==> src/hw/rtl/double_hash_table_assert.svh <==
// ----------------------------------------------------------------------------
// Double hash table assertion macros
// Immediate-cycle and next-cycle implications, clocked on clk and quiet in reset.
// ----------------------------------------------------------------------------
`ifndef DOUBLE_HASH_TABLE_ASSERT_SVH
`define DOUBLE_HASH_TABLE_ASSERT_SVH

// Check the consequent in the same cycle as the antecedent.
`define DHT_ASSERT_NOW(label, ante, cons, msg) \
  label: assert property (@(posedge clk) disable iff (!rst_n) (ante) |-> (cons)) \
    else $error(msg);

// Check the consequent in the cycle after the antecedent.
`define DHT_ASSERT_NEXT(label, ante, cons, msg) \
  label: assert property (@(posedge clk) disable iff (!rst_n) (ante) |=> (cons)) \
    else $error(msg);

`endif

==> src/hw/rtl/dht_pkg.sv <==
// ----------------------------------------------------------------------------
// dht_pkg
// Shared types, codes and defaults of the double hash table.
// ----------------------------------------------------------------------------
`default_nettype none

package dht_pkg;

  localparam int CMD_W           = 2;
  localparam int KEY_PORT_W      = 32;
  localparam int VALUE_PORT_W    = 32;
  localparam int HASH_W          = 8;
  localparam int STATUS_W        = 2;
  localparam int COUNT_PORT_W    = 9;
  localparam int MARK_W          = 2;

  localparam int DEPTH_DEFAULT       = 256;
  localparam int KEY_WIDTH_DEFAULT   = 32;
  localparam int VALUE_WIDTH_DEFAULT = 32;

  // Command codes; code 3 is unused and answers with STAT_NOT_FOUND.
  typedef enum logic [CMD_W-1:0] {
    CMD_LOOKUP = 2'd0,
    CMD_INSERT = 2'd1,
    CMD_REMOVE = 2'd2
  } op_t;

  typedef enum logic [STATUS_W-1:0] {
    STAT_DONE      = 2'd0,
    STAT_PRESENT   = 2'd1,
    STAT_NOT_FOUND = 2'd2,
    STAT_NO_ROOM   = 2'd3
  } result_t;

  typedef enum logic [MARK_W-1:0] {
    MARK_EMPTY   = 2'd0,
    MARK_USED    = 2'd1,
    MARK_VACATED = 2'd2
  } mark_t;

  typedef enum logic [1:0] {
    ST_CLEAR,
    ST_IDLE,
    ST_ISSUE,
    ST_CHECK
  } state_t;

  // Controller to datapath commands.
  typedef struct packed {
    logic    load;
    logic    clear_wr;
    logic    rd;
    logic    advance;
    logic    commit_insert;
    logic    commit_remove;
    logic    finish;
    logic    with_value;
    result_t stat_code;
  } dht_cmd_t;

  // Datapath to controller status.
  typedef struct packed {
    logic clear_last;
    logic is_lookup;
    logic is_insert;
    logic is_remove;
    logic table_full;
    logic mark_empty;
    logic mark_vacated;
    logic key_match;
    logic last_probe;
    logic free_found;
  } dht_flags_t;

endpackage

`default_nettype wire

==> src/hw/rtl/dht_ctrl.sv <==
// ----------------------------------------------------------------------------
// dht_ctrl
// Sequencer: clearing pass, command dispatch and a probe walk of ST_ISSUE and ST_CHECK.
// ----------------------------------------------------------------------------
`default_nettype none

module dht_ctrl (
  input  wire logic                clk,
  input  wire logic                rst_n,
  input  wire logic                start,
  output logic                     busy,
  input  wire dht_pkg::dht_flags_t flags,
  output dht_pkg::dht_cmd_t        cmd
);

  import dht_pkg::*;

  state_t state_r;
  state_t state_nxt;
  logic   op_valid;
  logic   probe_stop;

  assign op_valid   = flags.is_lookup | flags.is_insert | flags.is_remove;
  assign probe_stop = flags.key_match | flags.mark_empty | flags.last_probe;

  always_ff @(posedge clk) begin
    if (!rst_n) begin
      state_r <= ST_CLEAR;
    end else begin
      state_r <= state_nxt;
    end
  end

  always_comb begin
    state_nxt = state_r;
    case (state_r)
      ST_CLEAR: begin
        if (flags.clear_last) state_nxt = ST_IDLE;
      end
      ST_IDLE: begin
        if (start) state_nxt = ST_ISSUE;
      end
      ST_ISSUE: begin
        if ((flags.is_insert && flags.table_full) || !op_valid) state_nxt = ST_IDLE;
        else state_nxt = ST_CHECK;
      end
      ST_CHECK: begin
        state_nxt = probe_stop ? ST_IDLE : ST_ISSUE;
      end
      default: state_nxt = ST_CLEAR;
    endcase
  end

  always_comb begin
    cmd           = '0;
    cmd.stat_code = STAT_NOT_FOUND;
    busy          = 1'b1;
    case (state_r)
      ST_CLEAR: begin
        cmd.clear_wr = 1'b1;
      end
      ST_IDLE: begin
        busy     = 1'b0;
        cmd.load = start;
      end
      ST_ISSUE: begin
        if (flags.is_insert && flags.table_full) begin
          cmd.finish    = 1'b1;
          cmd.stat_code = STAT_NO_ROOM;
        end else if (!op_valid) begin
          cmd.finish = 1'b1;
        end else begin
          cmd.rd = 1'b1;
        end
      end
      ST_CHECK: begin
        if (flags.key_match) begin
          cmd.finish = 1'b1;
          if (flags.is_insert) begin
            cmd.stat_code = STAT_PRESENT;
          end else begin
            cmd.stat_code     = STAT_DONE;
            cmd.with_value    = 1'b1;
            cmd.commit_remove = flags.is_remove;
          end
        end else if (flags.mark_empty ||
                     (flags.last_probe && (flags.free_found || flags.mark_vacated))) begin
          cmd.finish = 1'b1;
          if (flags.is_insert) begin
            cmd.commit_insert = 1'b1;
            cmd.stat_code     = STAT_DONE;
          end
        end else if (flags.last_probe) begin
          cmd.finish = 1'b1;
          if (flags.is_insert) cmd.stat_code = STAT_NO_ROOM;
        end else begin
          cmd.advance = 1'b1;
        end
      end
      default: begin
        cmd = '0;
      end
    endcase
  end

endmodule

`default_nettype wire
==> config.mk <==
export PLATFORM = sky130hd
export DESIGN_NAME = dht_ctrl
export DESIGN_NICKNAME = d
export VERILOG_FILES = /design/src/hw/rtl/double_hash_table_assert.svh /design/src/hw/rtl/dht_pkg.sv /design/src/hw/rtl/dht_ctrl.sv
export SDC_FILE = /design/constraint.sdc
export NUM_CORES = 1
export LEC_CHECK = 0
export BUFFER_PORTS_ARGS = -buffer_cell sky130_fd_sc_hd__buf_2
export CORE_AREA = 2 2 39 41
export DETAILED_ROUTE_END_ITERATION = 8
export DIE_AREA = 0 0 41 43
export PLACE_DENSITY_LB_ADDON = 0.15
export REMOVE_ABC_BUFFERS = 1
export SYNTH_ARGS = -nofsm -noshare
export SYNTH_HDL_FRONTEND = slang
export SYNTH_SLANG_ARGS = --single-unit
==> constraint.sdc <==
create_clock -name clk -period 1.4 [get_ports clk]
set_input_delay 0.28 -clock clk [delete_from_list [all_inputs] [get_ports clk]]
set_output_delay 0.28 -clock clk [all_outputs]
set_load 0.01 [all_outputs]
Yosys cells after proc, flatten, opt, wreduce, memory -nomap -nowiden
Index checks and enable logic that the tools add are counted.

word-level totals
  flip-flop bits (word level) = 2
  output and inout bits = 11

operators by class
  bitwise logic cells = 4
  muxes and demuxes = 36
  equality and inequality tests = 5
  reductions and logical operators = 8

operators with widths
  operator            number
  $mux 1              23
  $mux 2              9
  $pmux 2 s4          1
  $eq 2x2->1 const B  2
  $ne 2x2->1 const B  2
  $or 1x1->1          4
  $pmux 2 s2          1
  $logic_or 1x1->1    3
  $mux 3              1
  $eq 2x1->1 const B  1
  $logic_and 1x1->1   2
  $logic_not 2->1     1
  $pmux 1 s2          1
  $reduce_and 2->1    1
  $logic_not 1->1     1

Depth between registers and ports, before layout
Gate-level depths: netlist (run 1).

  depth after elaboration = 6
  mapped depth = 4

Least setup slack after synthesis (run 1)
No wires, ideal clock.

  path kind = reg-to-output
  from = reg state_r[1]
  to = out cmd[4] (netlist bit)
  cell stages (with the launch flop) = 4
  arrival time = 1016 ps
  setup slack = 104 ps
  cell sequence = dfxtp_1 nand2_1 nor3b_2 and2_1

RTL lines
  what                    line            text
  from (decl)             dht_ctrl.sv:18  state_t state_r;
  from (signal assigned)  dht_ctrl.sv:30  state_r <= state_nxt;
  to (decl)               dht_ctrl.sv:13  output dht_pkg::dht_cmd_t cmd

==> key figures, run 1 <==
Final layout
  • Most common cell after layout, fill and taps aside: buf_2
  • Area Overhead vs Synth: 97.9%
  • Post-route cell area: 478 µm²
  • Largest registers: state_r (2)
  • Finished Layout Cells: 79
  • Top reg by flops: state_r
  • Most frequent cells in the layout: buf_2, buf_4, nor2_1
  • Share of cells above drive strength 1: between 60% and 70%
  • N_diodes: 0
  • Largest register FFs: 2
  • Layout Nets: 78

Synth
  • Avg Cell Area, Syn: around 7.8 µm²
  • FF+latch count, synth: 2
  • Mapped cell area: 241 µm²
  • Main flop type after synthesis: dfxtp_1
  • Post-synth ARST share: 0%
  • Sequential share of the synthesized area: 16.6%
  • Ys Warns: 0
  • Count of cell types in the netlist: 21
  • Mapped Cells: 31
  • Post-synth EDFFs: 0

Global route
  • Gr ovfl total: 0
  • Number of global-route vias before repair: 280
  • First-pass GRT wire length: 1060 µm
  • Largest net degree at the start of global routing: 7
  • Initial antenna violation count: 0
  • Total GRT Usage: 9.22%

Critical path
  • Worst flop-to-flop path endpoint: state_r[0]
  • Worst-path fanout max: 6
  • CP bufs+invs: 2
  • Critical-path top delay cell: dfxtp_4
  • R2r setup slk: 410 ps
  • Path depth of the worst reg2reg path: 4
  • Critical Path AT: 1140 ps
  • Worst endpoint required time: 1120 ps
  • Max stage delay on crit path: 380 ps
  • CP Launch Type: flip-flop
  • CP endpoint kind: output port
  • Crit path depth: 4
  • CP Cell Sequence: buf_6 -> or2b_1 -> nor2_1 -> buf_2
  • Crit-path leading delay family: flip-flops
  • Launching point of the worst reg2reg path: state_r[0]
  • Critical path type: reg -> out

Detailed routing
  • Post-route ant nets: 0
  • Total number of vias: around 340
  • Average wire per standard cell: 8.81 µm
  • Post-route DRC: 0
  • Vias per Instance: 4.24
  • DR iter-0 viols: 1
  • Detailed Route WL: 696 µm
  • Drt pass-1 iters: 4

Placed design
  • Placed Cells: 76
  • PortBufs: 23
  • GPL Wtd Cong: slightly below 0.6
  • DP Wirelength: slightly below 600 µm
  • Placed cell areas: 418 µm²

Power
  • P per Cell Area: 696 nW/µm²
  • Power Internal: 231 µW
  • Design Power: 333 µW
  • Switching power total: 102 µW
  • Leak: 0.000231 µW
  • Comb pwr share: 40.1%
  • Sw Ratio: between 30% and 40%
  • Clock share of power: ~37%
  • Seq pwr share: between 20% and 30%
  • VDD IR-drop max: 0.421 mV

Clocking
  • CTS Buf Count: 3
  • Clk pin slew, worst setup/hold paths: ~30 ps
  • CTS Hold Buffers Added: 0
  • Setup repair bufs after CTS: 0
  • Sink Count: 2
  • CTS tree: done
  • Clk buf depth: 2
  • Root Driver: clkbuf_4
  • H-tree lvl count: 1
  • Worst-Skew Late Latency: roughly 220 ps

Min path
  • Hold EP: state_r[0]
  • Hold path depth: 2
  • Hold Crit Start: rst_n
  • Hold/Removal Path Class: in -> reg

Floorplan
  • Die area: 1760 µm²
  • Boundary Pins: 24
  • # rows: 14
  • Core area: roughly 1400 µm²
  • Die Span Y: 43 µm
  • Die W: between 40 and 50 µm
  • Starting Density: 17.5%

STA
  • Worst slew pin tran: 271 ps
  • Clk_skew: roughly 1.3 ps
  • Endpoints failing hold: 0
  • Final worst-path cycle share: 101%
  • Unrepaired setup endpoints after global routing: yes
  • Count of final setup violators: 2
  • Max-slew violations: 0
  • WHS: 312 ps
  • Slew margin rel.: 81.9%
  • Setup ws final: -18.0 ps
  • Tmin final: 1420 ps
  • Fmax: a little over 700 MHz

Outcome
  • Failing checks: negative setup slack
  • Status: complete, but fails checks

Run
  • Max-Cap Viols: 0
==> worst max-delay path by stage <==
stage	start	endpoint	slack, ps
6_report	state_r[0]	cmd[9]	-20
2_1_floorplan	state_r[0]	cmd[4]	100
3_5_place_dp	flags[4]	cmd[0]	-60
4_1_cts	state_r[0]	cmd[3]	-60
5_1_grt	state_r[0]	cmd[9]	-80
3_3_place_gp	flags[4]	cmd[0]	-80
==> logic make-up (layout without fill, tap and decap cells) <==
family          Yosys count  count (layout)  synth area share (%)
buf+inv                   3              35                  7.77
flops                     2               2                  16.6
compound gates           10              10                  37.3
simple gates             16              16                  38.3
==> through the flow <==
stage | TNS (ps) | util [%] | setup slack, ps
2_1_floorplan | 0 | - | 96.2
3_3_place_gp | -84.5 | 30.2 | -84.5
3_5_place_dp | -57.2 | 30.2 | -57.2
4_1_cts | -154 | 32.5 | -60.6
5_1_grt | -192 | 34.5 | -80.3
6_report | -33.4 | 34.5 | -18.0
==> power groups by stage <==
stage / Clock (µW) / Combinational, µW / Sequential [µW]
after floorplan: 0 / 50.9 / 74.5
after global placement: 0 / 127 / 72.3
after detailed placement: 0 / 126 / 72.2
after CTS: 134 / 128 / 72.3
after global routing: 139 / 147 / 76.2
final: 125 / 133 / 74.7
==> layer usage <==
metal  vias up  routed length [µm]  track usage, %
li1        176                   -               -
met1       145                 313            10.9
met2        12                 315            11.6
met3         2                  54            4.71
met4         0                  12            8.00
met5         -                   0               0
==> timing repair <==
action,in CTS,in global routing
pin swaps,2,1
endpoints found under the hold margin,0,0
setup endpoints to repair,10,8
gates cloned,0,0
gates resized for setup,3,6
==> final cells by class <==
cell class / count / area [µm²]
sequential: 2 / 43.8
timing repair buffer: 30 / 178
tap: 16 / 20.0
inverter: 2 / 7.51
multi-input combinational: 26 / 206
fill: 157 / 906
clock buffer: 3 / 22.5
==> synth_stat cells, types with 2 or more instances <==
library cell	n	area, µm²
nand2_1	2	7.51
and2_1	2	12.5
dfxtp_1	2	40.0
nor2_1	5	18.8
o21a_1	3	22.5
a211oi_1	2	15.0
==> worst reg2reg max path: stages, from the launching register on <==
cell and delay (ps):
dfxtp_4 380, inv_2 50, o41ai_4 230, buf_4 170, a21boi_1 50
(Power assumes the default switching activity.)
==> run 2, diff against run 1 <==
--- a/config.mk
+++ b/config.mk
@@ -11,4 +11,6 @@
 export DIE_AREA = 0 0 41 43
+export GPL_ROUTABILITY_DRIVEN = 0
 export PLACE_DENSITY_LB_ADDON = 0.15
 export REMOVE_ABC_BUFFERS = 1
+export SLEW_MARGIN = 20
 export SYNTH_ARGS = -nofsm -noshare
==> constraint.sdc (replaced) <==
create_clock -name clk -period 1.4 [get_ports clk]
set_input_delay 0.14 -clock clk [delete_from_list [all_inputs] [get_ports clk]]
set_output_delay 0.14 -clock clk [all_outputs]
set_load 0.01 [all_outputs]
==> run 2 against run 1 <==
The flow now finishes without violations. Critical endpoint is now cmd[4]. First-iteration DRC count grew 100%. Register-to-register slack gained 60 ps. Core utilization shrank 5.2 points. Clock-buffer cell count is the same. Wire length shrank 2.0%. Sequential cell count is the same. Maximum frequency grew 13%. Worst setup slack gained 160 ps. Via count shrank 9.3%.
==> key figures, run 2 (synthesis results as in run 1) <==
Critical path
  • CP endpoint kind: output port (unchanged)
  • Critical Path AT: 1120 ps (was 1140 ps)
  • Path depth of the worst reg2reg path: 4 (unchanged)
  • Launching point of the worst reg2reg path: state_r[1] (was state_r[0])
  • Critical path type: reg -> out (unchanged)
  • CP Launch Type: flip-flop (unchanged)
  • Worst endpoint required time: 1260 ps (was 1120 ps)
  • Worst flop-to-flop path endpoint: state_r[0] (unchanged)
  • R2r setup slk: 470 ps (was 410 ps)
  • Worst-path fanout max: 9 (was 6)

Clocking
  • CTS tree: done (unchanged)
  • Clk buf depth: 2 (unchanged)
  • H-tree lvl count: 1 (unchanged)
  • Root Driver: clkbuf_4 (unchanged)
  • Clk pin slew, worst setup/hold paths: 30 ps (about the same)
  • Worst-Skew Late Latency: 220 ps (about the same)
  • Sink Count: 2 (unchanged)
  • CTS Buf Count: 3 (unchanged)

Final layout
  • Post-route cell area: 407 µm² (was 478 µm²)
  • Top reg by flops: state_r (unchanged)
  • Area of the multi-input gates: 190 µm² (was 206 µm²)
  • N_diodes: 0 (unchanged)
  • Most common cell after layout, fill and taps aside: buf_2 (unchanged)
  • Area Overhead vs Synth: 68.4% (was 97.9%)
  • Largest registers: state_r (2) (unchanged)
  • Fin util: 29.4% (was 34.5%)
  • Largest register FFs: 2 (unchanged)
  • Fillcell total: 166 (was 157)
  • Register Area: 43.8 µm² (unchanged)
  • Most frequent cells in the layout: buf_2, nor2_1, o21a_1, clkbuf_4, and2_1 (was buf_2, buf_4, nor2_1)
  • Share of cells above drive strength 1: 57.9% (was 66.7%)
  • Layout Nets: 72 (was 78)

STA
  • Endpoints failing hold: 0 (unchanged)
  • Tmin final: 1260 ps (was 1420 ps)
  • Unrepaired setup endpoints after global routing: no (was yes)
  • TNS Setup: 0 ps (was -33.4 ps)
  • Clk_skew: 2.10 ps (was 1.25 ps)
  • WHS: 171 ps (was 312 ps)
  • Slew margin rel.: 80.9% (was 81.9%)
  • Max-slew violations: 0 (unchanged)
  • Worst slew pin tran: 285 ps (was 271 ps)
  • Fmax: 794 MHz (was 705 MHz)
  • Final worst-path cycle share: 90.0% (was 101%)
  • Count of final setup violators: 0 (was 2)

Global route
  • Largest net degree at the start of global routing: 10 (was 7)
  • Total GRT Usage: 9.52% (was 9.22%)
  • Gr ovfl total: 0 (unchanged)
  • First-pass GRT wire length: 1110 µm (was 1060 µm)
  • Initial antenna violation count: 0 (unchanged)
  • Number of global-route vias before repair: 264 (was 280)

Detailed routing
  • Total number of vias: 304 (was 335)
  • Post-route DRC: 0 (unchanged)
  • DR iter-0 viols: 2 (was 1)
  • Post-route ant nets: 0 (unchanged)
  • Detailed Route WL: 682 µm (was 696 µm)
  • Vias per Instance: 4.16 (was 4.24)
  • Average wire per standard cell: 9.34 µm (was 8.81 µm)
  • Drt pass-1 iters: 2 (was 4)

Placed design
  • PortBufs: 23 (unchanged)
  • Placed cell areas: 373 µm² (was 418 µm²)

Outcome
  • Status: complete, no violations (was complete, but fails checks)

Floorplan
  • Boundary Pins: 24 (unchanged)
  • # rows: 14 (unchanged)
  • Starting Density: 17.5% (unchanged)
  • Die W: 41 µm (unchanged)
  • Die Span Y: 43 µm (unchanged)
  • Core area: 1380 µm² (unchanged)
  • Die area: 1760 µm² (unchanged)

Power
  • Comb pwr share: 34.5% (was 40.1%)
  • Design Power: 306 µW (was 333 µW)
  • Leak: 0.000196 µW (was 0.000231 µW)
  • Sw Ratio: 31.4% (was 30.5%)
  • VDD IR-drop max: 0.316 mV (was 0.421 mV)
  • Power Internal: 210 µW (was 231 µW)
  • P per Cell Area: 753 nW/µm² (was 696 nW/µm²)
  • Switching power total: 96.0 µW (was 102 µW)
  • Seq pwr share: 24.5% (was 22.5%)
  • Clock share of power: 41.1% (was 37.4%)

Min path
  • Hold/Removal Path Class: in -> reg (unchanged)
  • Hold EP: state_r[0] (unchanged)
  • Hold Crit Start: rst_n (unchanged)
  • Hold path depth: 2 (unchanged)

Run
  • Max-Cap Viols: 0 (unchanged)
-- run 2: cell count changes in the layout (fill, tap and decap cells not counted), sizes merged --
cell / previous run / this run
buf: 30 / 24
-- run 2: stage by stage --
step | std cells | setup WS (ps)
2_1_floorplan | 30 | 236
3_3_place_gp | 70 | 147
3_5_place_dp | 70 | 128
4_1_cts | 73 | 2.17
5_1_grt | 73 | 15.5
6_report | 73 | 141
-- run 2: per-layer routing --
layer  vias to the layer above  global-route usage (%)  routed length (µm)
met2                        12                    12.5                 292
met1                       125                    11.8                 325
met3                         2                    3.14                  52
met5                         -                       0                   0
li1                        165                       -                   -
met4                         0                    8.00                  12
-- run 2: cell type report --
class / count / area share, %
Inverter: 2 / 1.85
Tap cell: 16 / 4.92
Multi-Input combinational cell: 26 / 46.8
Sequential cell: 2 / 10.8
Clock buffer: 3 / 5.54
Timing Repair Buffer: 24 / 30.2
-- run 2: worst max-delay path, cell delays in order (launching register included) --
cell and delay [ps]:
dfxtp_4 380, nand2_2 90, nor3b_2 170, and2_1 130, buf_2 120
-- run 2: power groups by stage --
| stage | Combinational, µW | Clock, µW | Sequential (µW) |
|---|---|---|---|
| floorplan | 50.9 | 0 | 74.5 |
| CTS | 106 | 136 | 73.6 |
| finish | 106 | 126 | 74.9 |
| global route | 118 | 138 | 77.0 |
| global placement | 106 | 0 | 73.2 |
| detailed placement | 105 | 0 | 73.4 |
-- run 2: worst max-delay path by stage --
stage	startpoint	end	slack [ps]	cells past startpoint
after CTS	state_r[0]	cmd[3]	2	4
final	state_r[0]	cmd[4]	140	4
after global routing	state_r[1]	cmd[0]	20	4
after detailed placement	state_r[0]	cmd[3]	130	4
after floorplan	state_r[0]	cmd[4]	240	3
after global placement	state_r[0]	cmd[3]	150	4
-- run 2: what timing repair did --
item,CTS,global route
buffers inserted,0,0
resized for setup,2,2
endpoints found under the setup margin,3,2
hold buffers,0,0
pin swaps,0,1
